$ cat src/hw/rtl/armt_pkg.sv
// Package for the acknowledgement and retry message table.
// Holds shared codes, the slot entry layout and the controller/datapath bundles.
// No dependencies.
`default_nettype none

package armt_pkg;

  localparam int SLOTS_DEFAULT = 8;
  localparam logic [16:0] ID_WRAP = 17'd99999;

  localparam logic [31:0] RETRY_RESET = 32'd30000;
  localparam logic [7:0] MAXR_RESET = 8'd5;

  localparam logic [1:0] CFG_RETRY_IDX = 2'd0;
  localparam logic [1:0] CFG_MAXR_IDX = 2'd1;

  typedef enum logic [1:0] {
    F_ENQ = 2'd0,
    F_TICK = 2'd1,
    F_ACK = 2'd2,
    F_CANCEL = 2'd3
  } func_t;

  typedef enum logic [3:0] {
    K_ENQ_OK = 4'd0,
    K_FULL = 4'd1,
    K_BAD = 4'd2,
    K_SEND = 4'd3,
    K_NOTICE = 4'd4,
    K_ACK_HIT = 4'd5,
    K_ACK_MISS = 4'd6,
    K_CANCEL_OK = 4'd7,
    K_CANCEL_REF = 4'd8,
    K_TDONE = 4'd9
  } kind_t;

  localparam logic [1:0] FIN_ACKED = 2'd0;
  localparam logic [1:0] FIN_CANCELLED = 2'd1;
  localparam logic [1:0] FIN_TIMEDOUT = 2'd2;

  localparam logic [2:0] ST_QUEUED = 3'd0;
  localparam logic [2:0] ST_PENDING = 3'd1;
  localparam logic [2:0] ST_ACKED = 3'd2;
  localparam logic [2:0] ST_CANCELLED = 3'd3;
  localparam logic [2:0] ST_TIMEDOUT = 3'd4;

  typedef enum logic [2:0] {
    E_NONE = 3'd0,
    E_ENQ = 3'd1,
    E_SEND = 3'd2,
    E_TONOTE = 3'd3,
    E_TDONE = 3'd4,
    E_NOTICE = 3'd5,
    E_HIT = 3'd6,
    E_MISS = 3'd7
  } emit_t;

  typedef struct packed {
    logic [7:0] client;
    logic [3:0] ssid;
    logic [16:0] id;
    logic [7:0] sends;
    logic [31:0] last_send;
    logic [31:0] qtime;
  } entry_t;

  typedef struct packed {
    logic cap;
    logic idx_clr;
    logic idx_inc;
    logic eval1;
    logic eval2;
    emit_t emit;
  } ctrl_t;

  typedef struct packed {
    func_t func;
    logic idx_last;
    logic pass_ok;
    logic send_now;
    logic to_now;
  } stat_t;

endpackage

`default_nettype wire

$ cat src/hw/rtl/ack_retry_message_table.sv
// Top level of the acknowledgement and retry message table.
// Depends on armt_pkg, armt_controller and armt_datapath.
`default_nettype none

// An item is taken when start is high while busy is low. Busy falls in the
// cycle in which the item's last result is on the result ports, so the next
// item can be taken in that same cycle. Every result appears for one cycle
// with result_valid high and cannot be held off, so the receiver must take it
// then; last marks the final result of an item. Each item first scans all
// SLOTS entries of the slot memory, with a read state and an evaluate state
// per slot because the memory read is registered. A tick then scans the
// table a second time to issue its sends, with an extra notice state for
// each message that times out. Each pass visits every slot once.
// Configuration writes are always accepted and must only be made while the
// block is idle.

module ack_retry_message_table import armt_pkg::*; #(
  parameter int SLOTS = SLOTS_DEFAULT
) (
  input  wire logic        clk,
  input  wire logic        rst,
  input  wire logic        start,
  output logic             busy,
  input  wire logic [1:0]  func,
  input  wire logic [7:0]  requester,
  input  wire logic [3:0]  dest_sub,
  input  wire logic        payload_ok,
  input  wire logic [31:0] now_ms,
  input  wire logic [16:0] ack_id,
  input  wire logic        link_ready,
  input  wire logic        cfg_valid,
  output logic             cfg_ready,
  input  wire logic [1:0]  cfg_index,
  input  wire logic [31:0] cfg_data,
  output logic             result_valid,
  output logic [3:0]       kind,
  output logic [2:0]       slot,
  output logic [16:0]      msg_id,
  output logic [7:0]       owner_client,
  output logic [3:0]       owner_ssid,
  output logic [7:0]       sends_done,
  output logic [1:0]       final_state,
  output logic [3:0]       count,
  output logic [31:0]      queued_time,
  output logic             last
);

  ctrl_t ctrl;
  stat_t stat;

  // Registers are plain flops with no side effects, so writes never wait.
  assign cfg_ready = 1'b1;

  armt_controller u_ctrl (
    .clk  (clk),
    .rst  (rst),
    .start(start),
    .stat (stat),
    .ctrl (ctrl),
    .busy (busy)
  );

  armt_datapath #(.SLOTS(SLOTS)) u_dp (
    .clk         (clk),
    .rst         (rst),
    .cfg_valid   (cfg_valid),
    .cfg_index   (cfg_index),
    .cfg_data    (cfg_data),
    .func        (func),
    .requester   (requester),
    .dest_sub    (dest_sub),
    .payload_ok  (payload_ok),
    .now_ms      (now_ms),
    .ack_id      (ack_id),
    .link_ready  (link_ready),
    .ctrl        (ctrl),
    .stat        (stat),
    .result_valid(result_valid),
    .kind        (kind),
    .slot        (slot),
    .msg_id      (msg_id),
    .owner_client(owner_client),
    .owner_ssid  (owner_ssid),
    .sends_done  (sends_done),
    .final_state (final_state),
    .count       (count),
    .queued_time (queued_time),
    .last        (last)
  );

endmodule

`default_nettype wire

$ cat src/hw/rtl/armt_datapath.sv
// Datapath of the message table: slot memory, status flags, scan registers and results.
// Depends on armt_pkg; driven by armt_controller.
`default_nettype none

module armt_datapath import armt_pkg::*; #(
  parameter int SLOTS = SLOTS_DEFAULT
) (
  input  wire logic        clk,
  input  wire logic        rst,
  input  wire logic        cfg_valid,
  input  wire logic [1:0]  cfg_index,
  input  wire logic [31:0] cfg_data,
  input  wire logic [1:0]  func,
  input  wire logic [7:0]  requester,
  input  wire logic [3:0]  dest_sub,
  input  wire logic        payload_ok,
  input  wire logic [31:0] now_ms,
  input  wire logic [16:0] ack_id,
  input  wire logic        link_ready,
  input  wire ctrl_t       ctrl,
  output stat_t            stat,
  output logic             result_valid,
  output logic [3:0]       kind,
  output logic [2:0]       slot,
  output logic [16:0]      msg_id,
  output logic [7:0]       owner_client,
  output logic [3:0]       owner_ssid,
  output logic [7:0]       sends_done,
  output logic [1:0]       final_state,
  output logic [3:0]       count,
  output logic [31:0]      queued_time,
  output logic             last
);

  localparam int IW = (SLOTS > 1) ? $clog2(SLOTS) : 1;
  localparam int CW = $clog2(SLOTS + 1);

  logic [31:0] retry_interval;
  logic [7:0] max_retries;

  func_t func_r;
  logic [7:0] client_r;
  logic [3:0] ssid_r;
  logic pay_ok_r;
  logic [31:0] now_r;
  logic [16:0] ack_r;
  logic link_r;

  logic [IW-1:0] idx;
  logic used [SLOTS];
  logic [2:0] status [SLOTS];
  entry_t mem [SLOTS];
  entry_t rdata;
  logic [16:0] id_counter;

  logic [CW-1:0] act_cnt;
  logic [CW-1:0] tick_after;
  logic [CW-1:0] tick_sends;
  logic fu_found, ff_found, m_found, m_active;
  logic [IW-1:0] fu_idx, ff_idx, m_idx;
  entry_t m_ent;
  entry_t h_ent;

  logic [2:0] st;
  logic u, active, ready_t, send_t, to_t, match_t, enq_hit;
  logic [31:0] elapsed;
  logic [7:0] ns;
  entry_t upd;
  logic [IW-1:0] sel;
  logic [16:0] id_new;
  logic we;
  logic [IW-1:0] waddr;
  entry_t wdata;

  logic result_valid_next;
  logic [3:0] kind_next;
  logic [2:0] slot_next;
  entry_t ent_next;
  logic [1:0] final_next;
  logic [CW-1:0] count_next;
  logic last_next;

  // Per-slot evaluation of the entry read in the previous cycle.
  always_comb begin
    st = status[idx];
    u = used[idx];
    active = u && (st == ST_QUEUED || st == ST_PENDING);
    elapsed = now_r - rdata.last_send;
    ready_t = (st == ST_QUEUED) || (elapsed >= retry_interval);
    send_t = active && ready_t && link_r;
    ns = rdata.sends + 8'd1;
    to_t = send_t && (ns >= max_retries);
    upd = rdata;
    upd.sends = ns;
    upd.last_send = now_r;
    if (func_r == F_ACK) begin
      match_t = active && (rdata.id == ack_r);
    end else begin
      match_t = u && (rdata.client == client_r);
    end
    enq_hit = fu_found || ff_found;
    sel = fu_found ? fu_idx : ff_idx;
    id_new = (id_counter == ID_WRAP) ? 17'd1 : id_counter + 17'd1;
  end

  always_comb begin
    we = 1'b0;
    waddr = idx;
    wdata = upd;
    if (ctrl.emit == E_ENQ && pay_ok_r && enq_hit) begin
      we = 1'b1;
      waddr = sel;
      wdata = '{client: client_r, ssid: ssid_r, id: id_new, sends: 8'd0,
                last_send: 32'd0, qtime: now_r};
    end else if (ctrl.eval2 && send_t) begin
      we = 1'b1;
    end
  end

  always_ff @(posedge clk) begin
    if (we) begin
      mem[waddr] <= wdata;
    end
    rdata <= mem[idx];
  end

  always_ff @(posedge clk) begin
    if (rst) begin
      retry_interval <= RETRY_RESET;
      max_retries <= MAXR_RESET;
    end else if (cfg_valid) begin
      if (cfg_index == CFG_RETRY_IDX) begin
        retry_interval <= cfg_data;
      end else if (cfg_index == CFG_MAXR_IDX) begin
        max_retries <= cfg_data[7:0];
      end
    end
  end

  always_ff @(posedge clk) begin
    if (ctrl.cap) begin
      func_r <= func_t'(func);
      client_r <= requester;
      ssid_r <= dest_sub;
      pay_ok_r <= payload_ok;
      now_r <= now_ms;
      ack_r <= ack_id;
      link_r <= link_ready;
    end
    if (ctrl.cap || ctrl.idx_clr) begin
      idx <= '0;
    end else if (ctrl.idx_inc) begin
      idx <= idx + 1'b1;
    end
  end

  always_ff @(posedge clk) begin
    if (rst) begin
      for (int i = 0; i < SLOTS; i++) begin
        used[i] <= 1'b0;
      end
      id_counter <= '0;
    end else if (ctrl.emit == E_ENQ && pay_ok_r && enq_hit) begin
      used[sel] <= 1'b1;
      id_counter <= id_new;
    end
  end

  always_ff @(posedge clk) begin
    if (ctrl.emit == E_ENQ && pay_ok_r && enq_hit) begin
      status[sel] <= ST_QUEUED;
    end else if (ctrl.eval2 && send_t) begin
      status[idx] <= to_t ? ST_TIMEDOUT : ST_PENDING;
    end else if (ctrl.emit == E_NOTICE) begin
      status[m_idx] <= (func_r == F_ACK) ? ST_ACKED : ST_CANCELLED;
    end
  end

  // First pass: counts and searches, no slot is changed; the second pass holds the updated entry.
  always_ff @(posedge clk) begin
    if (ctrl.cap) begin
      act_cnt <= '0;
      tick_after <= '0;
      tick_sends <= '0;
      fu_found <= 1'b0;
      ff_found <= 1'b0;
      m_found <= 1'b0;
    end else if (ctrl.eval1) begin
      act_cnt <= act_cnt + CW'(active);
      tick_after <= tick_after + CW'(active && !to_t);
      tick_sends <= tick_sends + CW'(send_t);
      if (!u && !fu_found) begin
        fu_found <= 1'b1;
        fu_idx <= idx;
      end
      if (u && !active && !ff_found) begin
        ff_found <= 1'b1;
        ff_idx <= idx;
      end
      if (match_t && !m_found) begin
        m_found <= 1'b1;
        m_idx <= idx;
        m_ent <= rdata;
        m_active <= active;
      end
    end
    if (ctrl.eval2) begin
      h_ent <= upd;
    end
  end

  always_comb begin
    stat.func = func_r;
    stat.idx_last = (idx == IW'(SLOTS - 1));
    stat.pass_ok = m_found && ((func_r == F_ACK) || m_active);
    stat.send_now = send_t;
    stat.to_now = to_t;
  end

  always_comb begin
    result_valid_next = 1'b0;
    kind_next = K_TDONE;
    slot_next = '0;
    ent_next = '0;
    final_next = FIN_ACKED;
    count_next = act_cnt;
    last_next = 1'b1;
    case (ctrl.emit)
      E_ENQ: begin
        result_valid_next = 1'b1;
        if (!pay_ok_r) begin
          kind_next = K_BAD;
        end else if (enq_hit) begin
          kind_next = K_ENQ_OK;
          slot_next = 3'(sel);
          ent_next = '{client: client_r, ssid: ssid_r, id: id_new, sends: 8'd0,
                       last_send: 32'd0, qtime: now_r};
          count_next = act_cnt + 1'b1;
        end else begin
          kind_next = K_FULL;
        end
      end
      E_SEND: begin
        result_valid_next = send_t;
        kind_next = K_SEND;
        slot_next = 3'(idx);
        ent_next = upd;
        count_next = tick_after;
        last_next = 1'b0;
      end
      E_TONOTE: begin
        result_valid_next = 1'b1;
        kind_next = K_NOTICE;
        slot_next = 3'(idx);
        ent_next = h_ent;
        final_next = FIN_TIMEDOUT;
        count_next = tick_after;
        last_next = 1'b0;
      end
      E_TDONE: begin
        result_valid_next = 1'b1;
        kind_next = K_TDONE;
        count_next = tick_sends;
      end
      E_NOTICE: begin
        result_valid_next = 1'b1;
        kind_next = K_NOTICE;
        slot_next = 3'(m_idx);
        ent_next = m_ent;
        final_next = (func_r == F_ACK) ? FIN_ACKED : FIN_CANCELLED;
        count_next = act_cnt - 1'b1;
        last_next = 1'b0;
      end
      E_HIT: begin
        result_valid_next = 1'b1;
        kind_next = (func_r == F_ACK) ? K_ACK_HIT : K_CANCEL_OK;
        slot_next = 3'(m_idx);
        ent_next = m_ent;
        count_next = act_cnt - 1'b1;
      end
      E_MISS: begin
        result_valid_next = 1'b1;
        if (func_r == F_ACK) begin
          kind_next = K_ACK_MISS;
          ent_next.id = ack_r;
        end else begin
          kind_next = K_CANCEL_REF;
          ent_next.client = client_r;
        end
      end
      default: begin
        result_valid_next = 1'b0;
      end
    endcase
  end

  always_ff @(posedge clk) begin
    if (rst) begin
      result_valid <= 1'b0;
    end else begin
      result_valid <= result_valid_next;
    end
    kind <= kind_next;
    slot <= slot_next;
    msg_id <= ent_next.id;
    owner_client <= ent_next.client;
    owner_ssid <= ent_next.ssid;
    sends_done <= ent_next.sends;
    final_state <= final_next;
    count <= 4'(count_next);
    queued_time <= ent_next.qtime;
    last <= last_next;
  end

  a_send_shown: assert property (@(posedge clk) disable iff (rst)
    ctrl.eval2 && send_t |=> result_valid && kind == K_SEND && !last)
    else $error("send result missing after a send");

  a_id_range: assert property (@(posedge clk) disable iff (rst)
    result_valid && kind == K_ENQ_OK |-> msg_id != 17'd0 && msg_id <= ID_WRAP)
    else $error("assigned id out of range");

  a_tdone_last: assert property (@(posedge clk) disable iff (rst)
    result_valid && kind == K_TDONE |-> last && final_state == FIN_ACKED)
    else $error("tick done not final");

endmodule

`default_nettype wire

$ cat src/hw/rtl/armt_controller.sv
// Sequencing state machine of the message table.
// Depends on armt_pkg; commands armt_datapath.
`default_nettype none

module armt_controller import armt_pkg::*; (
  input  wire logic  clk,
  input  wire logic  rst,
  input  wire logic  start,
  input  wire stat_t stat,
  output ctrl_t      ctrl,
  output logic       busy
);

  typedef enum logic [8:0] {
    S_IDLE    = 9'b000000001,
    S_P1_RD   = 9'b000000010,
    S_P1_EV   = 9'b000000100,
    S_DECIDE  = 9'b000001000,
    S_FIN     = 9'b000010000,
    S_P2_RD   = 9'b000100000,
    S_P2_EV   = 9'b001000000,
    S_TO_NOTE = 9'b010000000,
    S_TDONE   = 9'b100000000
  } state_t;

  state_t state, state_next;

  always_comb begin
    state_next = state;
    ctrl = '{cap: 1'b0, idx_clr: 1'b0, idx_inc: 1'b0, eval1: 1'b0, eval2: 1'b0,
             emit: E_NONE};
    case (state)
      S_IDLE: begin
        if (start) begin
          ctrl.cap = 1'b1;
          state_next = S_P1_RD;
        end
      end
      S_P1_RD: begin
        state_next = S_P1_EV;
      end
      S_P1_EV: begin
        ctrl.eval1 = 1'b1;
        if (stat.idx_last) begin
          state_next = S_DECIDE;
        end else begin
          ctrl.idx_inc = 1'b1;
          state_next = S_P1_RD;
        end
      end
      S_DECIDE: begin
        case (stat.func)
          F_ENQ: begin
            ctrl.emit = E_ENQ;
            state_next = S_IDLE;
          end
          F_TICK: begin
            ctrl.idx_clr = 1'b1;
            state_next = S_P2_RD;
          end
          default: begin
            if (stat.pass_ok) begin
              ctrl.emit = E_NOTICE;
              state_next = S_FIN;
            end else begin
              ctrl.emit = E_MISS;
              state_next = S_IDLE;
            end
          end
        endcase
      end
      S_FIN: begin
        ctrl.emit = E_HIT;
        state_next = S_IDLE;
      end
      S_P2_RD: begin
        state_next = S_P2_EV;
      end
      S_P2_EV: begin
        ctrl.eval2 = 1'b1;
        ctrl.emit = E_SEND;
        if (stat.to_now) begin
          state_next = S_TO_NOTE;
        end else if (stat.idx_last) begin
          state_next = S_TDONE;
        end else begin
          ctrl.idx_inc = 1'b1;
          state_next = S_P2_RD;
        end
      end
      S_TO_NOTE: begin
        ctrl.emit = E_TONOTE;
        if (stat.idx_last) begin
          state_next = S_TDONE;
        end else begin
          ctrl.idx_inc = 1'b1;
          state_next = S_P2_RD;
        end
      end
      S_TDONE: begin
        ctrl.emit = E_TDONE;
        state_next = S_IDLE;
      end
      default: begin
        state_next = S_IDLE;
      end
    endcase
  end

  always_ff @(posedge clk) begin
    if (rst) begin
      state <= S_IDLE;
    end else begin
      state <= state_next;
    end
  end

  assign busy = (state != S_IDLE);

  a_to_after_send: assert property (@(posedge clk) disable iff (rst)
    state == S_TO_NOTE |-> $past(state) == S_P2_EV && $past(stat.send_now))
    else $error("timeout notice without a send");

  a_fin_path: assert property (@(posedge clk) disable iff (rst)
    state == S_FIN |-> $past(state) == S_DECIDE && $past(stat.pass_ok))
    else $error("hit result without a match");

  a_start_taken: assert property (@(posedge clk) disable iff (rst)
    state == S_IDLE && start |=> state == S_P1_RD)
    else $error("start not taken while idle");

endmodule

`default_nettype wire

$ cat config.mk
export PLATFORM = sky130hd
export DESIGN_NAME = ack_retry_message_table
export DESIGN_NICKNAME = d
export VERILOG_FILES = /design/src/hw/rtl/armt_pkg.sv /design/src/hw/rtl/ack_retry_message_table.sv /design/src/hw/rtl/armt_datapath.sv /design/src/hw/rtl/armt_controller.sv
export SDC_FILE = /design/constraint.sdc
export NUM_CORES = 2
export LEC_CHECK = 0
export BUFFER_PORTS_ARGS = -buffer_cell sky130_fd_sc_hd__buf_4
export CAP_MARGIN = 20
export CORE_ASPECT_RATIO = 0.7
export CORE_MARGIN = 5
export CORE_UTILIZATION = 40
export CTS_CLUSTER_DIAMETER = 120
export DETAILED_ROUTE_END_ITERATION = 16
export SKIP_LAST_GASP = 1
export SLEW_MARGIN = 20
export SYNTH_ARGS = -nofsm -noshare
export SYNTH_HDL_FRONTEND = slang
export SYNTH_HIERARCHICAL = 1
export SYNTH_SLANG_ARGS = --single-unit
$ cat constraint.sdc
create_clock -name clk -period 14.7 [get_ports clk]
set_clock_uncertainty 0.1 [all_clocks]
set_input_delay 0.735 -clock clk [delete_from_list [all_inputs] [get_ports clk]]
set_output_delay 0.735 -clock clk [all_outputs]
set_load 0.005 [all_outputs]
# Word level (Yosys, flattened, before mapping)
# Memory sizes are Yosys's and may differ from the RTL's. A register that Yosys moved wholly into a read port is not among the register bits.
# Index checks and enable logic that the tools add are counted.
[totals]
ff_bits = 445
inputBits = 103
out_inout_bits = 86
n_memories = 3
wordCells = 211
ramBits = 840
[mem_list]
columns = ["name", "depth", "word_bits", "rd", "rd_ports_with_merged_regs", "wr", "line", "text"]
rows = [
  ["u_dp.mem", 8, 101, 1, 1, 1, "armt_datapath.sv:52", "entry_t mem [SLOTS];"],
  ["u_dp.status", 8, 3, 1, 1, 1, "armt_datapath.sv:51", "logic [2:0] status [SLOTS];"],
  ["u_dp.used", 8, 1, 1, 1, 8, "armt_datapath.sv:50", "logic used [SLOTS];"],
]
[op_classes]
reduce_logical = 46
bitwise = 2
muxes = 78
order_cmp = 2
n_eq_ne = 26
add_sub_neg = 9
[ops]
columns = ["operator", "count"]
rows = [
  ["101-bit 2-to-1 mux", 3],
  ["72-bit case mux with 4 select lines", 1],
  ["17-bit case mux with 5 select lines", 1],
  ["9-bit case mux with 7 select lines", 1],
  ["3-bit 2-to-1 mux", 14],
  ["8-bit case mux with 5 select lines", 1],
  ["17-bit 2-to-1 mux", 2],
  ["1-bit 2-to-1 mux", 33],
  ["32-bit greater-or-equal comparator", 1],
  ["4-bit case mux with 4 select lines", 2],
  ["32-bit subtractor", 1],
  ["9-bit 2-to-1 mux", 3],
  ["4-bit 2-to-1 mux", 5],
  ["4-bit case mux with 5 select lines", 1],
  ["17-bit by 1-bit adder with 17-bit output (second input constant)", 1],
  ["17-bit == test", 1],
  ["17-bit == test (second input constant)", 1],
  ["3-bit == test (second input constant)", 5],
  ["1-bit logical AND", 15],
  ["3-bit case mux with 5 select lines", 1],
  ["4-bit by 1-bit adder with 4-bit output", 3],
  ["6-bit case mux with 2 select lines", 1],
  ["3-bit AND reduction", 4],
  ["9-bit by 1-bit == test with 1-bit output (second input constant)", 1],
  ["37 further kinds", 61],
]

# Longest topological paths before layout
[logic_depth]
depth_word = 14
depth_mapped = 26
depth_no_buf = 25

# By module
# Netlist, hierarchy kept.
[by_module_without_submodules]
columns = ["mod", "area_each_um2", "cells_per_inst", "seq_area_each_um2", "instances"]
rows = [
  ["armt_datapath", 51383.0, 3305, 36805.3, 1],
  ["armt_controller", 674.4, 81, 180.2, 1],
  ["ack_retry_message_table", 11.3, 2, 0.0, 1],
]

# Worst setup path before layout
# Ideal clock, no wire load.
[synth_path]
path_kind = "reg2reg"
start = "register u_ctrl.state[0]"
end = "memory u_dp/mem[5][0] (netlist bit) (enable)"
arrival_ps = 11642
stages_incl_launch_ff = 10
synth_period_minus_slack_ps = 12426
setup_slack_ps = 2274
path_buffers = 1
path_cell_list = "dfxtp_1 -> buf_2 -> nor3_1 -> nand3_1 -> nor3b_2 -> nand4_1 -> o21ai_4 -> and2_2 -> a21oi_1 -> nor3_1"
[synth_rtl]
columns = ["element", "line", "text"]
rows = [
  ["from (decl)", "armt_controller.sv:26", "state_t state, state_next;"],
  ["from (signal assigned)", "armt_controller.sv:114", "state <= state_next;"],
  ["to (decl)", "armt_datapath.sv:52", ""],
]

# Worst setup path after layout
[layout_path]
start = "register u_dp.now_r[6]"
end = "memory u_dp/mem[6][95] (netlist bit) (enable)"
[layout_between]
elab_chain_cells = 10
[layout_rtl]
columns = ["element", "line", "text"]
rows = [
  ["from (decl)", "armt_datapath.sv:45", "logic [31:0] now_r;"],
  ["from (signal assigned)", "armt_datapath.sv:146", "now_r <= now_ms;"],
  ["32-bit subtractor", "armt_datapath.sv:88", "elapsed = now_r - rdata.last_send;"],
  ["32-bit greater-or-equal comparator", "armt_datapath.sv:89", "ready_t = (st == ST_QUEUED) || (elapsed >= retry_interval);"],
  ["1-bit logical OR", "armt_datapath.sv:89", ""],
  ["1-bit logical AND (2 in a row)", "armt_datapath.sv:90", "send_t = active && ready_t && link_r;"],
  ["1-bit logical AND", "armt_datapath.sv:115", "end else if (ctrl.eval2 && send_t) begin"],
  ["1-bit 2-to-1 mux", "armt_datapath.sv:115", ""],
  ["1-bit 2-to-1 mux", "armt_datapath.sv:110", "if (ctrl.emit == E_ENQ && pay_ok_r && enq_hit) begin"],
  ["1-bit 2-to-1 mux", "armt_datapath.sv:121", "if (we) begin"],
  ["1-bit 2-to-1 mux (implied by the code)", "armt_datapath.sv:122", "mem[waddr] <= wdata;"],
]
# No other way between the ends.

==> flow_summary.toml <==
[clock_network]
cts_resized = 0
clock_sinks = 1325
cts_max_level = 4
cts_tree = "yes"
clk_latency_ns = 0.75
numCtsBuffers = 131
post_cts_buffers = 0
holdBufCountCts = 6
cts-root-buf = "clkbuf_16"
clk_pin_slew_ns = 0.06
clk_path_buf_depth = 3

[worst_setup_path]
slowest_delay_ns = 0.89
crit_type = "flip-flop to flip-flop"
end_kind = "flip-flop"
path_cells = "ha_1, a21o_1, a2111oi_0, o21ai_0, a21oi_1, o21bai_1, a31o_2, a41o_1, o41ai_2, xnor2_1, ha_1, nand2_1, nor2_1, nand4_1, or3_4, o21ai_4, and2_2, a21oi_1, nor2_4, buf_4, buf_4"
start_kind = "flip-flop"
cp.arrival_ns = 7.83
cp.required_ns = 14.98
rr_worst_depth = 21
critPathMaxFanout = 38
crit_slowest_cell = "nor2_4"

[drt]
dr.pass1.iters = 6
wl_um = 132000
wl_per_cell_um = 24.3
viasPerCell = 5.35
drt_iter0_drc = 2782
postRouteAntennaNets = 0
vias = 29100
drc = 0

[pwr]
powerDensity_nw_per_um2 = 133
leakagePower_nw = 20.4
ir_drop_v = 0.000109

[layout]
instances_no_fill = 5443
multiInputGateArea_um2 = 14100
drive_above_1_share = 0.189
nets = 3784
seq_area_um2 = 37000
final_cell_mix = "edfxtp_1, nand2_1, dfxtp_1, buf_4, mux4_2"
fill_cells = 11200
final_common_cell = "edfxtp_1"
areaGrowthSynthToFinish_pct = 14.9

[logic_synthesis]
netlist_instances = 3387
synth_area_um2 = 52100
synth.avg_cell_area_um2 = 15.4
synth.yosys.warnings = 6
syn_nets = 3574

[timing]
relSlewSlack = 0.283
setup_viol = 0
rsz0062_at_grt = "false"
max_freq_mhz = 132
setup_tns_ns = 0
tightestPinTransition_ns = 1.07
hold_viol = 0
fin_crit_sh = 0.514
fin_crit_ns = 7.55
drv_slew = 0

[global_routing]
grtUsageTotal = 0.191
grt_pass1_wl_um = 196000
grt_max_degree = 89
grt-ovfl-total = 0
grt_pass1_vias = 29000
grt_antenna_before_repair = 4

[flow_run]
max_cap_violations = 0

[floorplan]
std_cell_rows = 110
core-area_um2 = 129000
fp.dieH_um = 312
die_area_um2 = 138000
floorplan.initialDensity = 0.404
ios = 189
chipWidth_um = 441

[placement]
post-dp-hpwl_um = 84000
place_congestion = 0.835
dp.cells = 5194
io_buffers = 187

[run_status]
status = "completed"

[hold_path]
hold_depth = 1
hold_class = "input pin to flip-flop"
stage by stage:
step / cell area, um2 / total power [mW] / utilization / hold slack, ns / worst slack, ns
3_3_place_gp: 55500 / 4.73 / 0.430 / 0.342 / 7.10
4_1_cts: 59800 / 8.05 / 0.464 / 0.000302 / 7.10
3_5_place_dp: 55500 / 4.73 / 0.430 / 0.347 / 7.14
5_1_grt: 59800 / 8.28 / 0.464 / 0.0167 / 6.56
2_1_floorplan: 52100 / 4.55 / - / 0.318 / 2.27
6_report: 59800 / 7.97 / 0.464 / 0.0661 / 7.15
worst paths after layout:
check | slack, ns | startpoint | endpoint
setup / recovery | 7.15 | u_dp/now_r[6] | u_dp/mem[6][95]
hold / removal | 0.07 | requester[7] | u_dp/client_r[7]
setup reg to reg | 7.15 | u_dp/now_r[6] | u_dp/mem[6][95]
hold reg to reg | 0.35 | u_dp/retry_interval[7] | u_dp/retry_interval[7]
final cells by class:
class	instances	share of cell area
Clock inverter	61	0.0101
Tap cell	1736	0.0363
Clock buffer	181	0.0610
Multi-Input combinational cell	1789	0.236
Inverter	105	0.00663
Antenna cell	1	0.0000418
Timing Repair Buffer	245	0.0312
Sequential cell	1325	0.618
metal layers:
layer  part of all wire  global-route usage  up-vias
met5                  0                   0        -
met3              0.069              0.0344      163
met4              0.023              0.0543        0
met2               0.46               0.295      953
met1               0.44               0.280    14900
li1                   -                   -    13100
sequential cells by signal (all words and copies together) (netlist names), 8 cells and up, named ones only:
name / count
u_ctrl/state: 9
u_dp/ack_r: 17
u_dp/client_r: 8
u_dp/h_ent: 69
u_dp/id_counter: 17
u_dp/m_ent: 69
u_dp/max_retries: 8
u_dp/mem: 808
u_dp/msg_id: 17
u_dp/now_r: 32
u_dp/owner_client: 8
u_dp/queued_time: 32
u_dp/rdata: 101
u_dp/retry_interval: 32
u_dp/sends_done: 8
u_dp/status: 24
u_dp/used: 8
worst max-delay path, delay by kind of cell (launching register included):
family                   cells  cell delay (ns)
flip-flops                   1             0.42
AO/OA/AOI/OAI               10             2.70
XOR/XNOR                     1             0.10
buffers and inverters        2             1.21
adder cells (fa/ha/maj)      2             0.69
AND/OR/NAND/NOR              6             1.87
power breakdown:
group	total [mW]	internal (mW)	leakage, nW	switching [mW]
Clock	3.32	1.90	2.08	1.42
Combinational	0.480	0.189	6.69	0.291
Sequential	4.17	4.11	11.7	0.0621
Total	7.97	6.19	20.4	1.77
No activity file was read; power rests on OpenSTA's default activity.
